File: src/rtl/core/scd_pkg.sv
// Package with the constants, types and helper functions of the command line decoder.
package scd_pkg;

    // Line store size; one entry is kept free so a line holds up to BUFFER_BYTES-1 characters.
    localparam int BUFFER_BYTES = 32;
    localparam int ADDR_W       = $clog2(BUFFER_BYTES);

    // Control characters.
    localparam logic [7:0] CHAR_BS  = 8'h08;
    localparam logic [7:0] CHAR_DEL = 8'h7F;
    localparam logic [7:0] CHAR_LF  = 8'h0A;
    localparam logic [7:0] CHAR_CR  = 8'h0D;

    // Command words, first character in the most significant byte.
    localparam logic [31:0] WORD_READ   = "READ";
    localparam logic [47:0] WORD_STREAM = "STREAM";
    localparam logic [31:0] WORD_STOP   = "STOP";
    localparam logic [31:0] WORD_HELP   = "HELP";

    // Event codes returned with every word.
    typedef enum logic [2:0] {
        EV_NONE       = 3'd0,
        EV_EMPTY      = 3'd1,
        EV_READ       = 3'd2,
        EV_STREAM_ON  = 3'd3,
        EV_STREAM_OFF = 3'd4,
        EV_HELP       = 3'd5,
        EV_UNKNOWN    = 3'd6
    } event_t;

    // Sequencer states.
    typedef enum logic [1:0] {
        ST_IDLE,
        ST_FETCH,
        ST_CMP,
        ST_OUT
    } state_t;

    // Running match flags, one per command word.
    typedef struct packed {
        logic read;
        logic stream;
        logic stop;
        logic help;
    } match_t;

    // Fold a-z to upper case; every other byte passes unchanged.
    function automatic logic [7:0] fold_upper(logic [7:0] c);
        logic [7:0] r;
        r = c;
        if (c >= 8'h61 && c <= 8'h7A) begin
            r = c - 8'h20;
        end
        return r;
    endfunction

    // Character i of a four letter word.
    function automatic logic [7:0] word4_char(logic [31:0] w, logic [1:0] i);
        logic [7:0] r;
        case (i)
            2'd0:    r = w[31:24];
            2'd1:    r = w[23:16];
            2'd2:    r = w[15:8];
            default: r = w[7:0];
        endcase
        return r;
    endfunction

    // Character i of a six letter word.
    function automatic logic [7:0] word6_char(logic [47:0] w, logic [2:0] i);
        logic [7:0] r;
        case (i)
            3'd0:    r = w[47:40];
            3'd1:    r = w[39:32];
            3'd2:    r = w[31:24];
            3'd3:    r = w[23:16];
            3'd4:    r = w[15:8];
            default: r = w[7:0];
        endcase
        return r;
    endfunction

endpackage

File: src/rtl/core/serial_command_line_decoder.sv
// Top level of the serial command line decoder: line store, compare sequencer and result register.
// Timing: a stored, erased or dropped byte gives its result word in the cycle after acceptance;
// a line end on a four or six character line walks the line store, in ST_FETCH (registered read)
// and then ST_CMP (compare) for each character, before its result word is shown in ST_OUT.
// A new byte is taken only once the result word of the last one has been accepted.
// Reset: aresetn (synchronous, active low) empties the line and clears the streaming flag.
module serial_command_line_decoder
    import scd_pkg::*;
(
    input  logic       aclk,
    input  logic       aresetn,
    input  logic       s_tvalid,
    output logic       s_tready,
    input  logic [7:0] s_tdata,   // [7:0] rx_byte
    output logic       m_tvalid,
    input  logic       m_tready,
    output logic [7:0] m_tdata    // [2:0] line_event, [3] stream_enabled, [4] char_dropped
);

    localparam logic [ADDR_W-1:0] FILL_MAX = ADDR_W'(BUFFER_BYTES - 1);
    localparam logic [ADDR_W-1:0] LEN4     = ADDR_W'(4);
    localparam logic [ADDR_W-1:0] LEN6     = ADDR_W'(6);

    state_t            state_reg, state_next;
    logic [ADDR_W-1:0] fill_reg, fill_next;
    logic [2:0]        idx_reg, idx_next;
    logic              stream_reg, stream_next;
    match_t            match_reg, match_next;
    event_t            ev_reg, ev_next;
    logic              drop_reg, drop_next;
    logic [7:0]        rd_data_reg;

    logic [7:0] line_mem [BUFFER_BYTES];

    logic       in_word;
    logic       is_end;
    logic       is_erase;
    logic       store_en;
    logic       cmp_last;
    logic [7:0] folded;
    match_t     match_cmp;

    assign in_word  = s_tvalid && s_tready;
    assign is_end   = (s_tdata == CHAR_CR) || (s_tdata == CHAR_LF);
    assign is_erase = (s_tdata == CHAR_BS) || (s_tdata == CHAR_DEL);
    assign store_en = in_word && !is_end && !is_erase && (fill_reg < FILL_MAX);
    assign cmp_last = (ADDR_W'(idx_reg) + ADDR_W'(1)) == fill_reg;

    // Shared compare unit: fold the fetched character and test it against each word.
    always_comb begin
        folded           = fold_upper(rd_data_reg);
        match_cmp.read   = match_reg.read   && (folded == word4_char(WORD_READ, idx_reg[1:0]));
        match_cmp.stream = match_reg.stream && (folded == word6_char(WORD_STREAM, idx_reg));
        match_cmp.stop   = match_reg.stop   && (folded == word4_char(WORD_STOP, idx_reg[1:0]));
        match_cmp.help   = match_reg.help   && (folded == word4_char(WORD_HELP, idx_reg[1:0]));
    end

    // Line store: written with each kept character, read one entry at a time for compares.
    always_ff @(posedge aclk) begin
        if (store_en) begin
            line_mem[fill_reg] <= s_tdata;
        end
        rd_data_reg <= line_mem[ADDR_W'(idx_reg)];
    end

    // Next state.
    always_comb begin
        state_next = state_reg;
        unique case (state_reg)
            ST_IDLE: begin
                if (in_word) begin
                    if (is_end && (fill_reg == LEN4 || fill_reg == LEN6)) begin
                        state_next = ST_FETCH;
                    end else begin
                        state_next = ST_OUT;
                    end
                end
            end
            ST_FETCH: begin
                state_next = ST_CMP;
            end
            ST_CMP: begin
                if (cmp_last) begin
                    state_next = ST_OUT;
                end else begin
                    state_next = ST_FETCH;
                end
            end
            ST_OUT: begin
                if (m_tready) begin
                    state_next = ST_IDLE;
                end
            end
            default: state_next = ST_IDLE;
        endcase
    end

    // Datapath updates and result selection.
    always_comb begin
        fill_next   = fill_reg;
        idx_next    = idx_reg;
        stream_next = stream_reg;
        match_next  = match_reg;
        ev_next     = ev_reg;
        drop_next   = drop_reg;
        unique case (state_reg)
            ST_IDLE: begin
                if (in_word) begin
                    ev_next   = EV_NONE;
                    drop_next = 1'b0;
                    idx_next  = 3'd0;
                    if (is_end) begin
                        match_next.read   = (fill_reg == LEN4);
                        match_next.stream = (fill_reg == LEN6);
                        match_next.stop   = (fill_reg == LEN4);
                        match_next.help   = (fill_reg == LEN4);
                        if (fill_reg == '0) begin
                            ev_next = EV_EMPTY;
                        end else if (fill_reg != LEN4 && fill_reg != LEN6) begin
                            ev_next   = EV_UNKNOWN;
                            fill_next = '0;
                        end
                    end else if (is_erase) begin
                        if (fill_reg != '0) begin
                            fill_next = fill_reg - ADDR_W'(1);
                        end
                    end else if (fill_reg < FILL_MAX) begin
                        fill_next = fill_reg + ADDR_W'(1);
                    end else begin
                        drop_next = 1'b1;
                    end
                end
            end
            ST_FETCH: begin
            end
            ST_CMP: begin
                match_next = match_cmp;
                idx_next   = idx_reg + 3'd1;
                if (cmp_last) begin
                    fill_next = '0;
                    if (match_cmp.read) begin
                        ev_next = EV_READ;
                    end else if (match_cmp.stream) begin
                        ev_next     = EV_STREAM_ON;
                        stream_next = 1'b1;
                    end else if (match_cmp.stop) begin
                        ev_next     = EV_STREAM_OFF;
                        stream_next = 1'b0;
                    end else if (match_cmp.help) begin
                        ev_next = EV_HELP;
                    end else begin
                        ev_next = EV_UNKNOWN;
                    end
                end
            end
            ST_OUT: begin
            end
            default: begin
            end
        endcase
    end

    // Control registers.
    always_ff @(posedge aclk) begin
        if (!aresetn) begin
            state_reg  <= ST_IDLE;
            fill_reg   <= '0;
            stream_reg <= 1'b0;
        end else begin
            state_reg  <= state_next;
            fill_reg   <= fill_next;
            stream_reg <= stream_next;
        end
    end

    // Payload registers.
    always_ff @(posedge aclk) begin
        idx_reg   <= idx_next;
        match_reg <= match_next;
        ev_reg    <= ev_next;
        drop_reg  <= drop_next;
    end

    // Handshake and result word.
    assign s_tready = (state_reg == ST_IDLE);
    assign m_tvalid = (state_reg == ST_OUT);
    assign m_tdata  = {3'b000, drop_reg, stream_reg, ev_reg};

`ifndef ASSERT_OFF
    // The block never takes a byte while a result word is pending.
    assert property (@(posedge aclk) disable iff (!aresetn) !(s_tready && m_tvalid))
        else $error("input ready while result pending");

    // The line never grows past the last usable entry.
    assert property (@(posedge aclk) disable iff (!aresetn) fill_reg <= FILL_MAX)
        else $error("line fill out of range");

    // A dropped character never comes with a line event.
    assert property (@(posedge aclk) disable iff (!aresetn)
        (m_tvalid && drop_reg) |-> (ev_reg == EV_NONE))
        else $error("drop flagged with a line event");

    // A stream-on event always reports streaming enabled, stream-off disabled.
    assert property (@(posedge aclk) disable iff (!aresetn)
        (m_tvalid && (ev_reg == EV_STREAM_ON || ev_reg == EV_STREAM_OFF))
        |-> (stream_reg == (ev_reg == EV_STREAM_ON)))
        else $error("stream flag disagrees with event");

    // A line end always leaves the line empty once its result is shown.
    assert property (@(posedge aclk) disable iff (!aresetn)
        (m_tvalid && ev_reg != EV_NONE) |-> (fill_reg == '0))
        else $error("line not cleared after line end");
`endif

endmodule

File: config.mk
export PLATFORM = sky130hd
export DESIGN_NAME = serial_command_line_decoder
export DESIGN_NICKNAME = d
export VERILOG_FILES = /design/src/rtl/core/scd_pkg.sv /design/src/rtl/core/serial_command_line_decoder.sv
export SDC_FILE = /design/constraint.sdc
export NUM_CORES = 1
export LEC_CHECK = 0
export BUFFER_PORTS_ARGS = -buffer_cell sky130_fd_sc_hd__buf_2
export CORE_MARGIN = 5
export CORE_UTILIZATION = 40
export DETAILED_ROUTE_END_ITERATION = 8
export GPL_TIMING_DRIVEN = 1
export PLACE_DENSITY = 0.58
export SLEW_MARGIN = 10
export SYNTH_ARGS = -nofsm -noshare
export SYNTH_HDL_FRONTEND = slang
export SYNTH_SLANG_ARGS = --single-unit
File: constraint.sdc
create_clock -name aclk -period 2.8 [get_ports aclk]
set_input_delay 0.56 -clock aclk [delete_from_list [all_inputs] [get_ports aclk]]
set_output_delay 0.56 -clock aclk [all_outputs]
set_load 0.01 [all_outputs]
-- Word level (Yosys, flattened, before mapping)
Memories as Yosys holds them, arrays and structs flattened. A register that Yosys moved wholly into a read port is not among the register bits.
Cells that the tools add are included.
- bits of input ports: 12
- RAM bits: 256
- memories: 1
- output and inout port bits: 10
- flip-flop bits (word level): 19
- logic and storage cells: 120
- memories (name ; words ; width ; read ports ; clocked after memory_dff ; wr ports ; RTL line ; source):
    line_mem ; 32 ; 8 ; 1 ; 1 ; 1 ; serial_command_line_decoder.sv:33 ; logic [7:0] line_mem [BUFFER_BYTES];
- eq/ne operators: 30
- bitwise operators: 1
- add/subtract/negate cells: 5
- mux-type cells: 39
- order comparisons: 3
- reductions and logical operators: 31
- operators with widths (operator ; number):
    $pmux 5 s3 ; 3
    $mux 5 ; 8
    $eq 8x8->1 ; 4
    $pmux 5 s5 ; 1
    $eq 8x4->1 const B ; 3
    $mux 3 ; 8
    $mux 2 ; 6
    $pmux 3 s2 ; 2
    $logic_and 1x1->1 ; 11
    $eq 5x3->1 const B ; 2
    $ne 5x3->1 const B ; 2
    $pmux 5 s2 ; 1
    $eq 8x7->1 const B ; 1
    $ge 8x7->1 const B ; 1
    $le 8x7->1 const B ; 1
    $mux 4 ; 2
    $mux 8 ; 1
    $pmux 2 s4 ; 1
    $pmux 4 s2 ; 1
    $sub 8x6->8 const B ; 1
    $reduce_and 7->1 ; 1
    $eq 2x2->1 const B ; 3
    $eq 3x2->1 const B ; 2
    $ne 2x1->1 const B ; 3
    27 further kinds ; 40

-- Depth between registers and ports, before layout
Gate-level depths: netlist of the first run.
- depth in word-level cells: 11
- depth in mapped cells: 11
- depth with buffers taken out: 9

-- Least setup slack after synthesis of the first run
OpenSTA, ideal clock, no wires.
- path kind: register to register
- start: register idx_reg[1]
- end: register ev_reg[1] (data pin)
- setup time: 142 ps
- path buffers: 3
- clock period less this slack: 2939 ps
- required time: 2658 ps
- stages on the path, launching flop included: 12
- data arrival time: 2798 ps
- path slack: -139 ps
- path through: edfxtp_1 clkbuf_1 clkbuf_1 inv_1 ha_1 buf_2 nor3_1 xor2_1 a41oi_1 a22o_1 o311a_1 o21ai_2
- word-level cells in the longest chain between the ends: 10
- elaborated cells on any way between the ends: 26
- classes of those cells: eq/ne (10); mux (10); reduce/logical (6)
- RTL lines (what ; RTL line ; source):
    start, declared ; serial_command_line_decoder.sv:26 ; logic [2:0] idx_reg, idx_next;
    start signal, assigned ; serial_command_line_decoder.sv:178 ; idx_reg <= idx_next;
    $eq 2x2->1, or another cell as far along ; scd_pkg.sv:60 ; case (i)
    $pmux 5 s3 ; scd_pkg.sv:60 ;
    $eq 8x8->1 ; serial_command_line_decoder.sv:55 ; match_cmp.help = match_reg.help && (folded == word4_char(WORD_HELP, idx_reg[1:0]));
    $logic_and 1x1->1 ; serial_command_line_decoder.sv:55 ;
    $mux 2 ; serial_command_line_decoder.sv:149 ; end else if (match_cmp.help) begin
    $mux 2 ; serial_command_line_decoder.sv:146 ; end else if (match_cmp.stop) begin
    $mux 3 ; serial_command_line_decoder.sv:143 ; end else if (match_cmp.stream) begin
    $mux 3 * ; serial_command_line_decoder.sv:141 ; if (match_cmp.read) begin
    $mux 3 * ; serial_command_line_decoder.sv:139 ; if (cmp_last) begin
    $pmux 3 s2 * ; serial_command_line_decoder.sv:106 ; unique case (state_reg)
    net ev_next[1] ; serial_command_line_decoder.sv:29 ; event_t ev_reg, ev_next;
    end signal, assigned ; serial_command_line_decoder.sv:180 ; ev_reg <= ev_next;
    end, declared ; serial_command_line_decoder.sv:29 ;
The timed path passes the listed nets; every way through them passes the cells marked *. The select of a mux whose other input is x is not followed.
A chain may end at the register's enable or synchronous reset.

-- Worst setup path after layout of the first run
- start: register idx_reg[0]
- end: register fill_reg[0]
- word-level cells in the longest chain between the ends: 4
- RTL lines (what ; RTL line ; source):
    $add 3x1->4 ; serial_command_line_decoder.sv:47 ; assign cmp_last = (ADDR_W'(idx_reg) + ADDR_W'(1)) == fill_reg;
    $eq 4x5->1 ; serial_command_line_decoder.sv:47 ;
    $ne 2x2->1 (no source line) ; - ;
    $reduce_and 7->1 (no source line) ; - ;
    end signal, assigned ; serial_command_line_decoder.sv:171 ; fill_reg <= fill_next;
    end, declared ; serial_command_line_decoder.sv:25 ; logic [ADDR_W-1:0] fill_reg, fill_next;
No other way between the ends.

==> impl_metrics.py, run 1 <==
metrics = {
    "synth": {
        "synth-seq-cells": 91,
        "synth_area_um2": 4390,
        "yosysSeqAreaShare": 0.587,
        "postSynthAreaPerCell_um2": 12.9,
        "synth_cells": 340,
        "synth_top_area_cell": "edfxtp_1",
        "yosys_warnings": 0,
        "synth_area_leaders": "edfxtp_1 51%, mux4_2 8.2%, dfxtp_1 7.3%",
        "async_reset_ff_frac": 0,
        "synth_edf_count": 75,
        "synth_cell_types": 55,
        "synth_top_area_share": 0.514,
        "yosys_most_used_dff": "edfxtp_1",
    },
    "setup_path": {
        "r2r-start": "idx_reg[0]",
        "cp_max_fo": 6,
        "r2r-end": "fill_reg[0]",
        "start_kind": "flip-flop",
        "crit_path_end_kind": "flip-flop",
        "arrival_ns": 2.83,
        "reg2reg_depth": 8,
        "r2r_slack_ns": 0.22,
        "cp.required_ns": 3.05,
        "path_class": "flip-flop to flip-flop",
    },
    "sta": {
        "rsz0062_at_grt": "false",
        "tightestPinTransition_ns": 0.634,
        "setup_viol": 0,
        "fin_hold_ws_ns": 0.488,
        "period_needed_ns": 2.58,
        "finalMaxSlewViolations": 0,
        "max_slew_margin": 0.577,
        "finalSetupTns_ns": 0,
        "hold_violations": 0,
        "skew_ns": 0.0121,
        "max_freq_mhz": 387,
        "fin_crit_sh": 0.923,
    },
    "layout": {
        "largest_reg_flops": 64,
        "drive_gt1_frac": 0.231,
        "layout.nets": 399,
        "fin_area_um2": 4940,
        "num_antenna_cells": 0,
        "syn2layout_area_growth_pct": 12.8,
    },
    "clocking": {
        "clock_path_buffers": 2,
        "clock_sinks": 91,
        "h-tree-depth": 3,
        "clkLatencyLatePin_ns": 0.36,
        "post_cts_buffers": 0,
        "cts-resized-gates": 0,
        "cts_tree": "yes",
        "clk_pin_slew_ns": 0.09,
        "cts_made_buffers": 9,
        "hold_buffers": 0,
        "root_buffer": "clkbuf_8",
    },
    "floorplan": {
        "io_pins": 22,
        "dieArea_um2": 13200,
        "initial_core_util": 0.406,
        "die_h_um": 115,
        "die_x_um": 115,
        "core_um2": 10800,
        "num_rows": 38,
    },
    "global_routing": {
        "grt_max_degree": 17,
        "grt_pass1_wl_um": 14400,
        "antenna_found_initial": 0,
        "grt_util_all_layers": 0.144,
        "grt_overflow": 0,
        "grt_pass1_vias": 2756,
    },
    "worst_hold_path": {
        "holdPathEnd": "line_mem[6][7]",
        "worstHoldPathType": "input port to flip-flop",
        "hold_start": "s_tdata[7]",
        "hold_depth": 1,
    },
    "place": {
        "portBuffers": 18,
        "place_congestion": 0.858,
        "hpwlAfterDp_um": 6470,
        "placed_area_um2": 4750,
    },
    "route": {
        "routed_wl_um": 8870,
        "initialDrtViolationCount": 184,
        "drc_errors": 0,
        "antenna_left": 0,
        "route.met3.wl_um": 477,
        "m1WireLength_um": 3930,
        "wire_per_inst_um": 17.0,
        "highest_layer": "met4",
        "dr.pass1.iters": 5,
        "vias_per_cell": 5.33,
        "wl_met2_um": 4280,
        "vias": 2778,
    },
    "power_and_ir_drop": {
        "total_power_mw": 3.26,
        "p_leak_nw": 1.85,
        "p_per_area_nw_per_um2": 660,
        "ir_drop_v": 0.000317,
    },
    "outcome": {
        "outcome": "finished clean",
    },
    "run": {
        "maxCapViolCount": 0,
    },
}
==> worst max-delay path, cell delays in order, from the launching register on <==
cell	delay [ns]
edfxtp_1	0.48
inv_1	0.14
ha_1	0.41
xor2_1	0.17
nor4_1	0.19
nand3_1	0.18
and2_1	0.25
or2_2	0.38
a31o_2	0.26
==> report_power, final <==
part | internal, mW | switching [mW] | total [mW] | leakage [nW]
Clock | 0.424 | 0.470 | 0.894 | 0.0992
Sequential | 1.55 | 0.116 | 1.67 | 0.819
Combinational | 0.321 | 0.377 | 0.698 | 0.935
==> how the worst max path moves through the flow <==
stage / from / endpoint / slack (ns) / cells after the start
2_1_floorplan: idx_reg[1] / fill_reg[0] / 0.01 / 11
3_3_place_gp: s_tdata[3] / fill_reg[4] / 0.15 / 11
3_5_place_dp: s_tdata[1] / fill_reg[4] / 0.11 / 11
4_1_cts: idx_reg[0] / fill_reg[0] / 0.22 / 8
5_1_grt: idx_reg[0] / fill_reg[4] / 0.05 / 8
6_report: idx_reg[0] / fill_reg[0] / 0.22 / 8
==> cell families (layout without fill, tap and decap cells) <==
kind of cell             Yosys count  in the layout  synth area share
AO/OA/AOI/OAI                     43             43            0.0739
XOR/XNOR                          17             17            0.0340
adder cells (fa/ha/maj)           11             11            0.0331
buffers and inverters             33             72            0.0368
flip-flops                        91             91             0.587
multiplexers                      21             21            0.0936
other                              1              3          0.000855
AND/OR/NAND/NOR                  123            123             0.141
==> cells in the mapped netlist, types with 3 or more instances <==
| cell type | n |
|---|---|
| buf_2 | 6 |
| a21o_1 | 4 |
| mux4_2 | 16 |
| dfxtp_1 | 16 |
| mux2i_1 | 5 |
| nor4_1 | 5 |
| a21oi_1 | 8 |
| nor3_1 | 10 |
| ha_1 | 10 |
| buf_4 | 8 |
| nand2b_1 | 6 |
| nand2_1 | 41 |
| and2_1 | 3 |
| nand3_1 | 9 |
| and3_1 | 5 |
| inv_1 | 11 |
| o21a_1 | 3 |
| o21ai_0 | 7 |
| nor4b_1 | 3 |
| xnor2_1 | 7 |
| or2_2 | 3 |
| xor2_1 | 10 |
| nor2_1 | 19 |
| clkbuf_1 | 8 |
| a31oi_1 | 3 |
| nand4_1 | 5 |
| edfxtp_1 | 75 |
==> layout by cell type (no fill, tap or decap), types with 10 or more instances in the layout <==
cell	instances
buf_2	18
buf_4	27
dfxtp_1	16
edfxtp_1	75
ha_1	10
inv_1	11
mux4_2	16
nand2_1	41
nor2_1	19
xor2_1	10
==> per-stage QoR <==
stage	setup slack [ns]	util	std cells
CTS	0.218	0.458	521
finish	0.217	0.458	521
global route	0.0507	0.458	521
global placement	0.147	0.440	505
detailed placement	0.105	0.440	505
floorplan	0.0147	-	342
==> per-layer routing <==
layer,up-vias,GRT usage
li1,1334,-
met1,1363,0.197
met2,69,0.228
met3,12,0.0322
met4,0,0.0524
met5,-,0
==> layout make-up <==
class | instances | area (µm²)
inverter | 11 | 41.3
tap | 140 | 175
clock buffer | 10 | 128
timing repair buffer | 45 | 293
clock inverter | 6 | 71.3
multi-input combinational | 218 | 1660
sequential | 91 | 2570
fill | 979 | 5850
Power figures use the tool's default switching activity.
==> run 2: changes to the inputs <==
--- a/config.mk
+++ b/config.mk
@@ -10,7 +10,7 @@
 export CORE_UTILIZATION = 40
 export DETAILED_ROUTE_END_ITERATION = 8
 export GPL_TIMING_DRIVEN = 1
-export PLACE_DENSITY = 0.58
+export PLACE_DENSITY = 0.56
 export SLEW_MARGIN = 10
 export SYNTH_ARGS = -nofsm -noshare
 export SYNTH_HDL_FRONTEND = slang
==> constraint.sdc (replaced) <==
create_clock -name aclk -period 3.31 [get_ports aclk]
set_input_delay 0.662 -clock aclk [delete_from_list [all_inputs] [get_ports aclk]]
set_output_delay 0.662 -clock aclk [all_outputs]
set_load 0.01 [all_outputs]
==> run 2 against run 1 <==
  * Die area is the same
  * Sequential share of layout area grew 1.4 points
  * Global-route usage is essentially flat
  * Final cell count fell by 2.5%
  * Critical path depth unchanged
==> impl_metrics.py, run 2 (same netlist as run 1, synthesis figures left out) <==
metrics = {
    "outcome": {
        "outcome": "finished clean",
    },
    "sta": {
        "max_freq_mhz": 368,
        "tightestPinTransition_ns": 0.728,
        "fin_crit_sh": 0.821,
        "finalSetupTns_ns": 0,
        "period_needed_ns": 2.72,
        "setup_viol": 0,
        "max_slew_margin": 0.508,
        "skew_ns": 0.0128,
        "hold_violations": 0,
        "finalMaxSlewViolations": 0,
        "rsz0062_at_grt": "false",
    },
    "floorplan": {
        "dieArea_um2": 13200,
        "io_pins": 22,
        "die_x_um": 115,
        "initial_core_util": 0.406,
        "die_h_um": 115,
        "num_rows": 38,
        "core_um2": 10800,
    },
    "global_routing": {
        "grtUsageMet2": 0.221,
        "grt_use_met1": 0.198,
        "grt_pass1_wl_um": 14200,
        "antenna_found_initial": 0,
        "busiest_layer": "met2",
        "grt.met3_usage": 0.0270,
        "grt_util_all_layers": 0.144,
        "grt_pass1_vias": 2665,
        "grt_overflow": 0,
        "grt_max_degree": 17,
    },
    "route": {
        "routed_wl_um": 8830,
        "vias": 2721,
        "drc_errors": 0,
        "wire_per_inst_um": 17.4,
        "vias_per_cell": 5.36,
        "initialDrtViolationCount": 125,
        "antenna_left": 0,
        "dr.pass1.iters": 4,
    },
    "setup_path": {
        "path_class": "flip-flop to flip-flop",
        "critPathTopFamily": "simple AND/OR/NAND/NOR gates",
        "cp.buffers_inverters": 1,
        "cp_num_cells": 8,
        "r2r-end": "fill_reg[4]",
        "cpPeakStageDelay_ns": 0.62,
        "r2r_slack_ns": 0.59,
        "cp_slowest_cell": "edfxtp_1",
        "start_kind": "flip-flop",
        "reg2reg_depth": 8,
        "crit_path_end_kind": "flip-flop",
        "crit_path_cell_trace": "inv_1 > ha_1 > xor2_1 > nor4_1 > nand3_1 > and2_1 > or2_2 > o32ai_1",
        "r2r-start": "idx_reg[1]",
        "cp_max_fo": 11,
        "cp.required_ns": 3.59,
        "startpoint": "idx_reg[1]",
        "arrival_ns": 2.99,
    },
    "place": {
        "place_congestion": 0.825,
        "portBuffers": 18,
        "hpwlAfterDp_um": 6270,
        "dp.cells": 492,
    },
    "clocking": {
        "clock_path_buffers": 2,
        "hold_buffers": 0,
        "clkLatencyLatePin_ns": 0.37,
        "h-tree-depth": 3,
        "cts_tree": "yes",
        "clk_pin_slew_ns": 0.09,
        "clock_sinks": 91,
        "post_cts_buffers": 0,
        "cts_made_buffers": 9,
        "root_buffer": "clkbuf_8",
        "cts-resized-gates": 0,
    },
    "layout": {
        "final_cell_mix": "75 x edfxtp_1, 41 x nand2_1, 19 x nor2_1, 18 x buf_2",
        "fillCellCount": 998,
        "drive_gt1_frac": 0.198,
        "final_common_cell": "edfxtp_1",
        "syn2layout_area_growth_pct": 9.90,
        "fin_cells": 508,
        "num_antenna_cells": 0,
        "layout.nets": 386,
        "largest_reg_flops": 64,
    },
    "worst_hold_path": {
        "hold_start": "s_tdata[3]",
        "holdPathEnd": "line_mem[0][3]",
        "worstHoldPathType": "input port to flip-flop",
        "hold_depth": 1,
    },
    "power_and_ir_drop": {
        "p_per_area_nw_per_um2": 552,
        "total_power_mw": 2.66,
        "p_leak_nw": 1.77,
        "ir_drop_v": 0.000263,
    },
    "run": {
        "maxCapViolCount": 0,
    },
}
==> run 2: changes by cell type in the layout (fill, tap and decap cells not counted) <==
cell	previous run	this run
buf_4	27	14
clkinv_4	0	2
bufinv_16	1	0
clkinv_1	0	1
clkinv_2	1	0
inv_6	2	1
nor3_1	9	10
nor3_2	1	0
==> run 2: worst max-delay path by stage <==
stage,end,slack [ns]
global route,fill_reg[4],0.35
finish,fill_reg[4],0.59
global placement,fill_reg[4],0.46
CTS,ev_reg[1],0.57
floorplan,ev_reg[1],0.37
detailed placement,fill_reg[4],0.38
==> run 2: layout make-up <==
cell class | count | area [µm²] | share of cell area
multi-input combinational | 218 | 1660 | 0.344
sequential | 91 | 2570 | 0.534
tap | 140 | 175 | 0.0363
inverter | 11 | 41.3 | 0.00857
clock buffer | 10 | 128 | 0.0265
clock inverter | 6 | 48.8 | 0.0101
timing repair buffer | 32 | 195 | 0.0405
==> run 2: per-layer routing <==
| layer | up-vias | wire length [µm] |
|---|---|---|
| li1 | 1310 | - |
| met1 | 1335 | 4060 |
| met2 | 61 | 4170 |
| met3 | 15 | 370 |
| met4 | 0 | 231 |
| met5 | - | 0 |
==> run 2: report_power, final <==
| part | switching (mW) | internal [mW] | total (mW) |
|---|---|---|---|
| sequential | 0.0989 | 1.32 | 1.41 |
| combinational | 0.315 | 0.255 | 0.571 |
| clock | 0.393 | 0.281 | 0.674 |
==> run 2: per-stage QoR <==
stage	cell area, µm²	utilization	setup WS, ns	hold WS [ns]
global placement	4640	0.430	0.460	0.553
detailed placement	4640	0.430	0.376	0.567
floorplan	4390	-	0.371	0.506
finish	4820	0.447	0.593	0.577
CTS	4820	0.447	0.570	0.555
global route	4820	0.447	0.355	0.571
